[config.mk]
export PLATFORM = sky130hd
export DESIGN_NAME = subsequence_occurrence_counter
export DESIGN_NICKNAME = d
export VERILOG_FILES = /design/src/rtl/soc_pkg.sv /design/src/rtl/soc_datapath.sv /design/src/rtl/soc_controller.sv /design/src/rtl/subsequence_occurrence_counter.sv
export SDC_FILE = /design/constraint.sdc
export NUM_CORES = 2
export LEC_CHECK = 0
export ABC_AREA = 1
export BUFFER_PORTS_ARGS = -buffer_cell sky130_fd_sc_hd__buf_2
export CAP_MARGIN = 20
export CORE_MARGIN = 4
export CORE_UTILIZATION = 57
export DETAILED_ROUTE_END_ITERATION = 12
export PLACE_DENSITY = 0.76
export SETUP_SLACK_MARGIN = 0.02
export SLEW_MARGIN = 10
export SYNTH_ARGS = -nofsm -noshare
export SYNTH_HDL_FRONTEND = slang
export SYNTH_HIERARCHICAL = 1
export SYNTH_SLANG_ARGS = --single-unit
[constraint.sdc]
create_clock -name clk -period 4.6 [get_ports clk]
set_clock_uncertainty 0.05 [all_clocks]
set_input_delay 0.46 -clock clk [delete_from_list [all_inputs] [get_ports clk]]
set_output_delay 0.46 -clock clk [all_outputs]
set_load 0.01 [all_outputs]
[src/rtl/soc_pkg.sv]
// Shared types, constants and helper functions for the subsequence occurrence counter.
// Depends on nothing; every other file in rtl/ imports this package.
package soc_pkg;

  // Sizes of the stores and fields.
  localparam int PATTERN_MAX = 64;
  localparam int IDX_W       = $clog2(PATTERN_MAX);
  localparam int LEN_W       = 7;
  localparam int SYM_W       = 8;
  localparam int COUNT_W     = 30;
  localparam int FUNC_W      = 2;

  // Counts are kept modulo this prime.
  localparam logic [COUNT_W:0] COUNT_MOD = (COUNT_W + 1)'(1000000007);

  // Command codes on the func input.
  localparam logic [FUNC_W-1:0] FUNC_LOAD = 2'd0;
  localparam logic [FUNC_W-1:0] FUNC_TEXT = 2'd1;
  localparam logic [FUNC_W-1:0] FUNC_END  = 2'd2;

  // Commands from the controller to the datapath.
  typedef struct packed {
    logic load_pat;    // write the pattern symbol of the accepted beat
    logic scan_start;  // latch the text symbol and rewind the prefix sweep
    logic scan_step;   // read one prefix entry and advance the sweep
    logic emit_read;   // read the count of the full pattern
    logic emit_out;    // present the result and clear all counts
  } cmd_t;

  // Status from the datapath to the controller.
  typedef struct packed {
    logic scan_last;   // the sweep is reading the last prefix entry
  } status_t;

  // Sum of two residues, reduced by one conditional subtraction.
  function automatic logic [COUNT_W-1:0] add_mod(input logic [COUNT_W-1:0] a,
                                                 input logic [COUNT_W-1:0] b);
    logic [COUNT_W:0] s;
    s = {1'b0, a} + {1'b0, b};
    if (s >= COUNT_MOD) begin
      s = s - COUNT_MOD;
    end
    return s[COUNT_W-1:0];
  endfunction

endpackage

[src/rtl/soc_datapath.sv]
// Datapath: pattern memory, prefix count memory with valid bits, and the
// read-modify-write sweep that updates one prefix per cycle. Uses soc_pkg.
module soc_datapath
  import soc_pkg::*;
(
  input  logic                clk,
  input  logic                rst,
  input  cmd_t                cmd,
  output status_t             status,
  input  logic [IDX_W-1:0]    pattern_index,
  input  logic [SYM_W-1:0]    symbol,
  input  logic                length_we,
  input  logic [LEN_W-1:0]    pattern_length,
  output logic [COUNT_W-1:0]  occurrence_count
);

  logic [SYM_W-1:0]   pattern_mem [PATTERN_MAX];
  logic [COUNT_W-1:0] count_mem   [PATTERN_MAX];
  logic [PATTERN_MAX-1:0] count_valid;

  logic [LEN_W-1:0]   length_reg;
  logic [SYM_W-1:0]   text_sym;
  logic [IDX_W-1:0]   scan_idx;
  logic [IDX_W-1:0]   wb_addr;
  logic               wb_valid;
  logic [COUNT_W-1:0] prev_old;
  logic               zero_len;

  logic [SYM_W-1:0]   pat_rd_data;
  logic [COUNT_W-1:0] cnt_rd_data;
  logic               cnt_rd_valid;

  logic [IDX_W-1:0]   cnt_rd_addr;
  logic [IDX_W-1:0]   emit_addr;
  logic [COUNT_W-1:0] old_count;
  logic [COUNT_W-1:0] new_count;

  // Pattern length register, written from the configuration port.
  always_ff @(posedge clk) begin
    if (rst) begin
      length_reg <= '0;
    end else if (length_we) begin
      length_reg <= pattern_length;
    end
  end

  // Address of the full-pattern count; lengths above the store saturate.
  always_comb begin
    if (length_reg >= LEN_W'(PATTERN_MAX)) begin
      emit_addr = IDX_W'(PATTERN_MAX - 1);
    end else begin
      emit_addr = length_reg[IDX_W-1:0] - IDX_W'(1);
    end
  end

  assign cnt_rd_addr = cmd.emit_read ? emit_addr : scan_idx;

  // Pattern memory: written on a load beat, read along the sweep.
  always_ff @(posedge clk) begin
    if (cmd.load_pat) begin
      pattern_mem[pattern_index] <= symbol;
    end
    pat_rd_data <= pattern_mem[scan_idx];
  end

  // Count memory: registered read, write back from the update stage.
  always_ff @(posedge clk) begin
    if (wb_valid) begin
      count_mem[wb_addr] <= new_count;
    end
    cnt_rd_data  <= count_mem[cnt_rd_addr];
    cnt_rd_valid <= count_valid[cnt_rd_addr];
  end

  // Valid bits stand in for the all-zero reset and the end-of-text clear.
  always_ff @(posedge clk) begin
    if (rst || cmd.emit_out) begin
      count_valid <= '0;
    end else if (wb_valid) begin
      count_valid[wb_addr] <= 1'b1;
    end
  end

  // Sweep counter and the update stage that follows the read.
  always_ff @(posedge clk) begin
    if (rst) begin
      scan_idx <= '0;
      wb_valid <= 1'b0;
    end else begin
      wb_valid <= cmd.scan_step;
      if (cmd.scan_start) begin
        scan_idx <= '0;
      end else if (cmd.scan_step) begin
        scan_idx <= scan_idx + IDX_W'(1);
      end
    end
  end

  // Sweep payload: text symbol, write address and the previous-row count below.
  always_ff @(posedge clk) begin
    if (cmd.scan_start) begin
      text_sym <= symbol;
      prev_old <= COUNT_W'(1);
    end else if (wb_valid) begin
      prev_old <= old_count;
    end
    if (cmd.scan_step) begin
      wb_addr <= scan_idx;
    end
    if (cmd.emit_read) begin
      zero_len <= (length_reg == '0);
    end
  end

  // A matching prefix gains the old count of the prefix one shorter.
  assign old_count = cnt_rd_valid ? cnt_rd_data : '0;
  assign new_count = (pat_rd_data == text_sym) ? add_mod(old_count, prev_old) : old_count;

  assign status.scan_last = (scan_idx == IDX_W'(PATTERN_MAX - 1));

  // An empty pattern occurs exactly once.
  assign occurrence_count = zero_len ? COUNT_W'(1) : (cnt_rd_valid ? cnt_rd_data : '0);

  // Every count written back is a reduced residue.
  a_wb_reduced : assert property (@(posedge clk) disable iff (rst)
    wb_valid |-> ({1'b0, new_count} < COUNT_MOD))
    else $error("count written back is not reduced");

  // The count carried from the row below stays reduced during a sweep.
  a_prev_reduced : assert property (@(posedge clk) disable iff (rst)
    wb_valid |-> ({1'b0, prev_old} < COUNT_MOD))
    else $error("carried count is not reduced");

  // Write-back addresses follow the sweep index through a register.
  a_wb_follows : assert property (@(posedge clk) disable iff (rst)
    cmd.scan_step && !cmd.scan_start |=> wb_valid && (wb_addr == $past(scan_idx)))
    else $error("write-back address does not follow the sweep");

endmodule

[src/rtl/soc_controller.sv]
// Controller state machine: decodes accepted beats and sequences the prefix
// sweep and the result cycle. Uses soc_pkg for codes and command types.
module soc_controller
  import soc_pkg::*;
(
  input  logic              clk,
  input  logic              rst,
  input  logic              start,
  input  logic [FUNC_W-1:0] func,
  input  status_t           status,
  output cmd_t              cmd,
  output logic              busy,
  output logic              done
);

  localparam logic [1:0] ST_IDLE  = 2'd0;
  localparam logic [1:0] ST_SCAN  = 2'd1;
  localparam logic [1:0] ST_DRAIN = 2'd2;
  localparam logic [1:0] ST_EMIT  = 2'd3;

  logic [1:0] state;
  logic [1:0] state_next;
  logic       accept;

  assign accept = start && (state == ST_IDLE);

  // Next state and commands.
  always_comb begin
    state_next = state;
    cmd        = '0;
    unique case (state)
      ST_IDLE: begin
        if (accept) begin
          unique case (func)
            FUNC_LOAD: begin
              cmd.load_pat = 1'b1;
            end
            FUNC_TEXT: begin
              cmd.scan_start = 1'b1;
              state_next     = ST_SCAN;
            end
            FUNC_END: begin
              cmd.emit_read = 1'b1;
              state_next    = ST_EMIT;
            end
            default: begin
            end
          endcase
        end
      end
      ST_SCAN: begin
        cmd.scan_step = 1'b1;
        if (status.scan_last) begin
          state_next = ST_DRAIN;
        end
      end
      ST_DRAIN: begin
        state_next = ST_IDLE;
      end
      ST_EMIT: begin
        cmd.emit_out = 1'b1;
        state_next   = ST_IDLE;
      end
      default: begin
        state_next = ST_IDLE;
      end
    endcase
  end

  // State register.
  always_ff @(posedge clk) begin
    if (rst) begin
      state <= ST_IDLE;
    end else begin
      state <= state_next;
    end
  end

  assign busy = (state != ST_IDLE);
  assign done = (state == ST_EMIT);

  // A text beat starts the sweep on the next cycle.
  a_text_scans : assert property (@(posedge clk) disable iff (rst)
    accept && (func == FUNC_TEXT) |=> (state == ST_SCAN))
    else $error("text beat did not start the sweep");

  // The result strobe lasts one cycle and frees the block.
  a_done_once : assert property (@(posedge clk) disable iff (rst)
    done |=> !done && !busy)
    else $error("result strobe held too long");

  // The drain cycle only follows the last sweep read.
  a_drain_after_scan : assert property (@(posedge clk) disable iff (rst)
    state == ST_SCAN && status.scan_last |=> (state == ST_DRAIN))
    else $error("sweep did not drain after its last read");

endmodule

[src/rtl/subsequence_occurrence_counter.sv]
// Top level of the subsequence occurrence counter: ties the controller to
// the datapath. Depends on soc_pkg, soc_controller and soc_datapath.
//
// Counts occurrences of the loaded pattern as a subsequence of the text,
// modulo 1000000007. A beat is taken when start is high and busy is low.
// A pattern load (func 0) leaves busy low, so loads can follow back to back.
// A text symbol (func 1) keeps busy high while the prefix count memory is
// swept with one read-modify-write per prefix over all 64 prefixes, and
// through a drain state for the last write back. An end-of-text beat
// (func 2) raises done with occurrence_count for exactly the next cycle and
// clears all counts; busy is high in that cycle. The receiver cannot stall,
// so the result must be taken in that cycle. Write pattern_length with
// length_we only while busy is low.
module subsequence_occurrence_counter
  import soc_pkg::*;
(
  input  logic               clk,
  input  logic               rst,
  input  logic               start,
  output logic               busy,
  input  logic [FUNC_W-1:0]  func,
  input  logic [IDX_W-1:0]   pattern_index,
  input  logic [SYM_W-1:0]   symbol,
  output logic               done,
  output logic [COUNT_W-1:0] occurrence_count,
  input  logic               length_we,
  input  logic [LEN_W-1:0]   pattern_length
);

  cmd_t    cmd;
  status_t status;

  // Sequencing of beats.
  soc_controller u_controller (
    .clk    (clk),
    .rst    (rst),
    .start  (start),
    .func   (func),
    .status (status),
    .cmd    (cmd),
    .busy   (busy),
    .done   (done)
  );

  // Stores and arithmetic.
  soc_datapath u_datapath (
    .clk              (clk),
    .rst              (rst),
    .cmd              (cmd),
    .status           (status),
    .pattern_index    (pattern_index),
    .symbol           (symbol),
    .length_we        (length_we),
    .pattern_length   (pattern_length),
    .occurrence_count (occurrence_count)
  );

endmodule
==> metrics <==
placed cell areas=about 110000 um^2; H-Tree Depth=5; VDD IR max=0.3694 mV; Hold Path Cell Cnt=1; Post-Syn Nets=about 8500; IO Pins=59; Max Cap Viol=0; synth cell count leaders=edfxtp_1, nor2_1, o21ai_0, nand2_1, clkbuf_1; EDFF count, synth=2447; DRC Markers=0; leakage=0.04049 uW; Layout area overhead=14.36%; Avg Synthesized Cell Area=12.49 um^2; critical path type=flop to flop; die width=around 440 um; WP data required=slightly above 5000 ps; CTS tree=built; Seq/Total Area, Yosys=0.7218; Mapped Area=105900 um^2; reg2reg start=u_datapath/cnt_rd_valid$_DFF_P_; PD cells=468.3 nW/um^2; final core occ=0.6589; r2r endpoint=u_datapath/count_mem[23][19]$_DFFE_PP_; crit start category=flop; R2R cell count=22; met1 Usage GRT=0.4278; GRT met3 Usage=0.06606; DP Wirelength=175.0 mm; initial antenna violation count=8; busiest grt layer=met2; Ys Warns=6; critical hold path startpoint=symbol[4]; Slew headroom=0.2235; Tot Pwr=56740 uW; Initial Utilization=0.5761; FMAX=0.2262 GHz; Vias=roughly 74000; Port Buffer Count=between 50 and 60; grt total ovfl=0; Worst Tran Pin Value=1163 ps; drt wl/cell=about 28 um; Yosys top cell area share=0.6936; antenna-violating nets left=0; Vias/cell=6.561; FFs w/ async S/R, synth=0; Most used DFF post-synth=edfxtp_1; Routed WL=~310 mm; Worst-Skew Late Latency=930 ps; Top Registers=u_datapath/count_mem: 1920 flops, u_datapath/pattern_mem: 512 flops, u_datapath/count_valid: 64 flops; crit path max fanout=24; Clk Tree Root Cell=clkbuf_16; Slew Limit Fails=0; largest net degree at the start of global routing=219; CORE AREA=183900 um^2; most common cell in the synthesized netlist=edfxtp_1; GRT met2 Usage=0.4905; Yosys cell types=50; Final Cell Area=about 120000 um^2; Largest Register=u_datapath/count_mem; Pre-antenna DRT Iters=6; Placer Congestion=between 0.9 and 1; max FFs per register=1920; Clock Tree Buf Depth=4; Starting DRT DRC Count=about 11000; number of global-route vias before repair=~70000; Critical Path AT=5000 ps; Die ar.=192800 um^2; Worst Hold Class=input port to flop; CTS Buf Count=around 280; Hold EP=u_datapath/pattern_mem[59][4]$_DFFE_PP_; FF+latch count, synth=about 2600; outcome=finished, final reports clean; global-route wire length before repair=449.3 mm; Worst-path clk slew=60 ps; share of cells above drive strength 1=0.1097; R2R Setup Slk=180 ps; RSZ-0062 raised after global routing=yes; post-route clock period utilization=0.9613; nets@finish=8676; Crit. End Element=flop; DIE HEIGHT=between 400 and 500 um; Setup violations, final=0; cell row count=157; total global-route track usage=0.3116; cells after synthesis=8482; min Tclk post-route=about 4400 ps; ranking of synthesized cells by area=edfxtp_1, nor2_1, o21ai_0; CTS Sinks=2596; Final Hold Vio Count=0; leading area contributor after synthesis=edfxtp_1
==> per-layer routing <==
metal	up-vias	wire length, um
li1	31890	-
met1	36090	113800
met2	5086	144200
met3	957	38820
met4	4	14210
met5	-	27
==> kinds of logic after synthesis <==
family                     share of synthesized area
AOI/OAI and AO/OA                             0.1302
xor gates and xnor gates                    0.002079
adders and majority gates                   0.003189
buffers and inverters                        0.02893
DFF                                           0.7218
and+or+nand+nor                               0.1138
==> metrics by stage <==
step,hold WS [ps],instances,setup WS [ps],setup TNS [ps]
4_1_cts,126.5,11240,23.63,0
5_1_grt,94.52,11280,-33.09,-493.5
6_report,80.13,11280,178.2,0
3_5_place_dp,404.1,10740,-178.3,-86770
3_3_place_gp,393.4,10740,-188.3,-90020
2_1_floorplan,356.4,8482,-152.7,-87920
==> placed cells by master (no fill, tap or decap), types with 44 or more instances in the layout <==
cell type	instances
a21oi_1	65
buf_12	108
buf_2	57
buf_4	221
clkbuf_1	59
clkbuf_16	288
clkinv_1	44
dfxtp_1	145
edfxtp_1	2447
inv_1	210
nand2_1	548
nand3_1	346
nand4_1	66
nor2_1	1840
nor2_4	71
o211ai_1	255
o21ai_0	803
o21bai_1	251
o221ai_1	57
o22ai_1	73
o311ai_0	248
o32ai_1	248
==> worst max-delay path, stage by stage (launching register included) <==
cell and delay, ps:
dfxtp_4 410, buf_4 200, buf_4 160, nand2_1 80
inv_1 50, ha_2 370, nand2_1 100, nor2_1 180
inv_1 90, nor2_1 210, nand3_1 150, nand3_1 120
nand2_1 60, nand2_1 200, nand2_1 170, nand2_1 100
nand2_1 90, a21oi_4 270, buf_8 240, nand4_1 160
nand3_4 200, o21ai_4 200, buf_12 250
==> worst max path at each step <==
stage | startpoint | end | slack, ps | cells after the start
2_1_floorplan | u_datapath/cnt_rd_valid$_DFF_P_ | u_datapath/count_mem[0][14]$_DFFE_PP_ | -150 | 21
4_1_cts | u_datapath/cnt_rd_valid$_DFF_P_ | u_datapath/count_mem[52][13]$_DFFE_PP_ | 20 | 23
3_5_place_dp | u_datapath/cnt_rd_valid$_DFF_P_ | u_datapath/count_mem[54][13]$_DFFE_PP_ | -180 | 23
5_1_grt | u_datapath/cnt_rd_valid$_DFF_P_ | u_datapath/count_mem[53][10]$_DFFE_PP_ | -30 | 28
6_report | u_datapath/cnt_rd_valid$_DFF_P_ | u_datapath/count_mem[23][19]$_DFFE_PP_ | 180 | 22
3_3_place_gp | u_datapath/cnt_rd_valid$_DFF_P_ | u_datapath/count_mem[53][13]$_DFFE_PP_ | -190 | 23
==> area by class of cell <==
class	count	area (um^2)
Inverter	230	895.9
Sequential cell	2596	76480
Tap cell	2464	3083
Fill cell	12570	62720
Antenna cell	4	10.01
Timing Repair Buffer	428	4656
Clock buffer	354	7457
Clock inverter	114	1231
Multi-Input combinational cell	5091	27340
==> what timing repair did <==
| action | in CTS | in global routing |
|---|---|---|
| hold endpoints to repair | 72 | 43 |
| gates cloned | 0 | 16 |
| hold buffers | 27 | 3 |
| buffers inserted | 0 | 16 |
| endpoints found under the setup margin | 1380 | 1640 |
| pin swaps | 0 | 4 |
| gates resized for setup | 2 | 37 |
==> power breakdown <==
group	internal [uW]	switching (uW)
sequential	26700	188
clock	12900	8810
combinational	2430	5730
total	42000	14700
No activity file was read; power rests on OpenSTA's default activity.
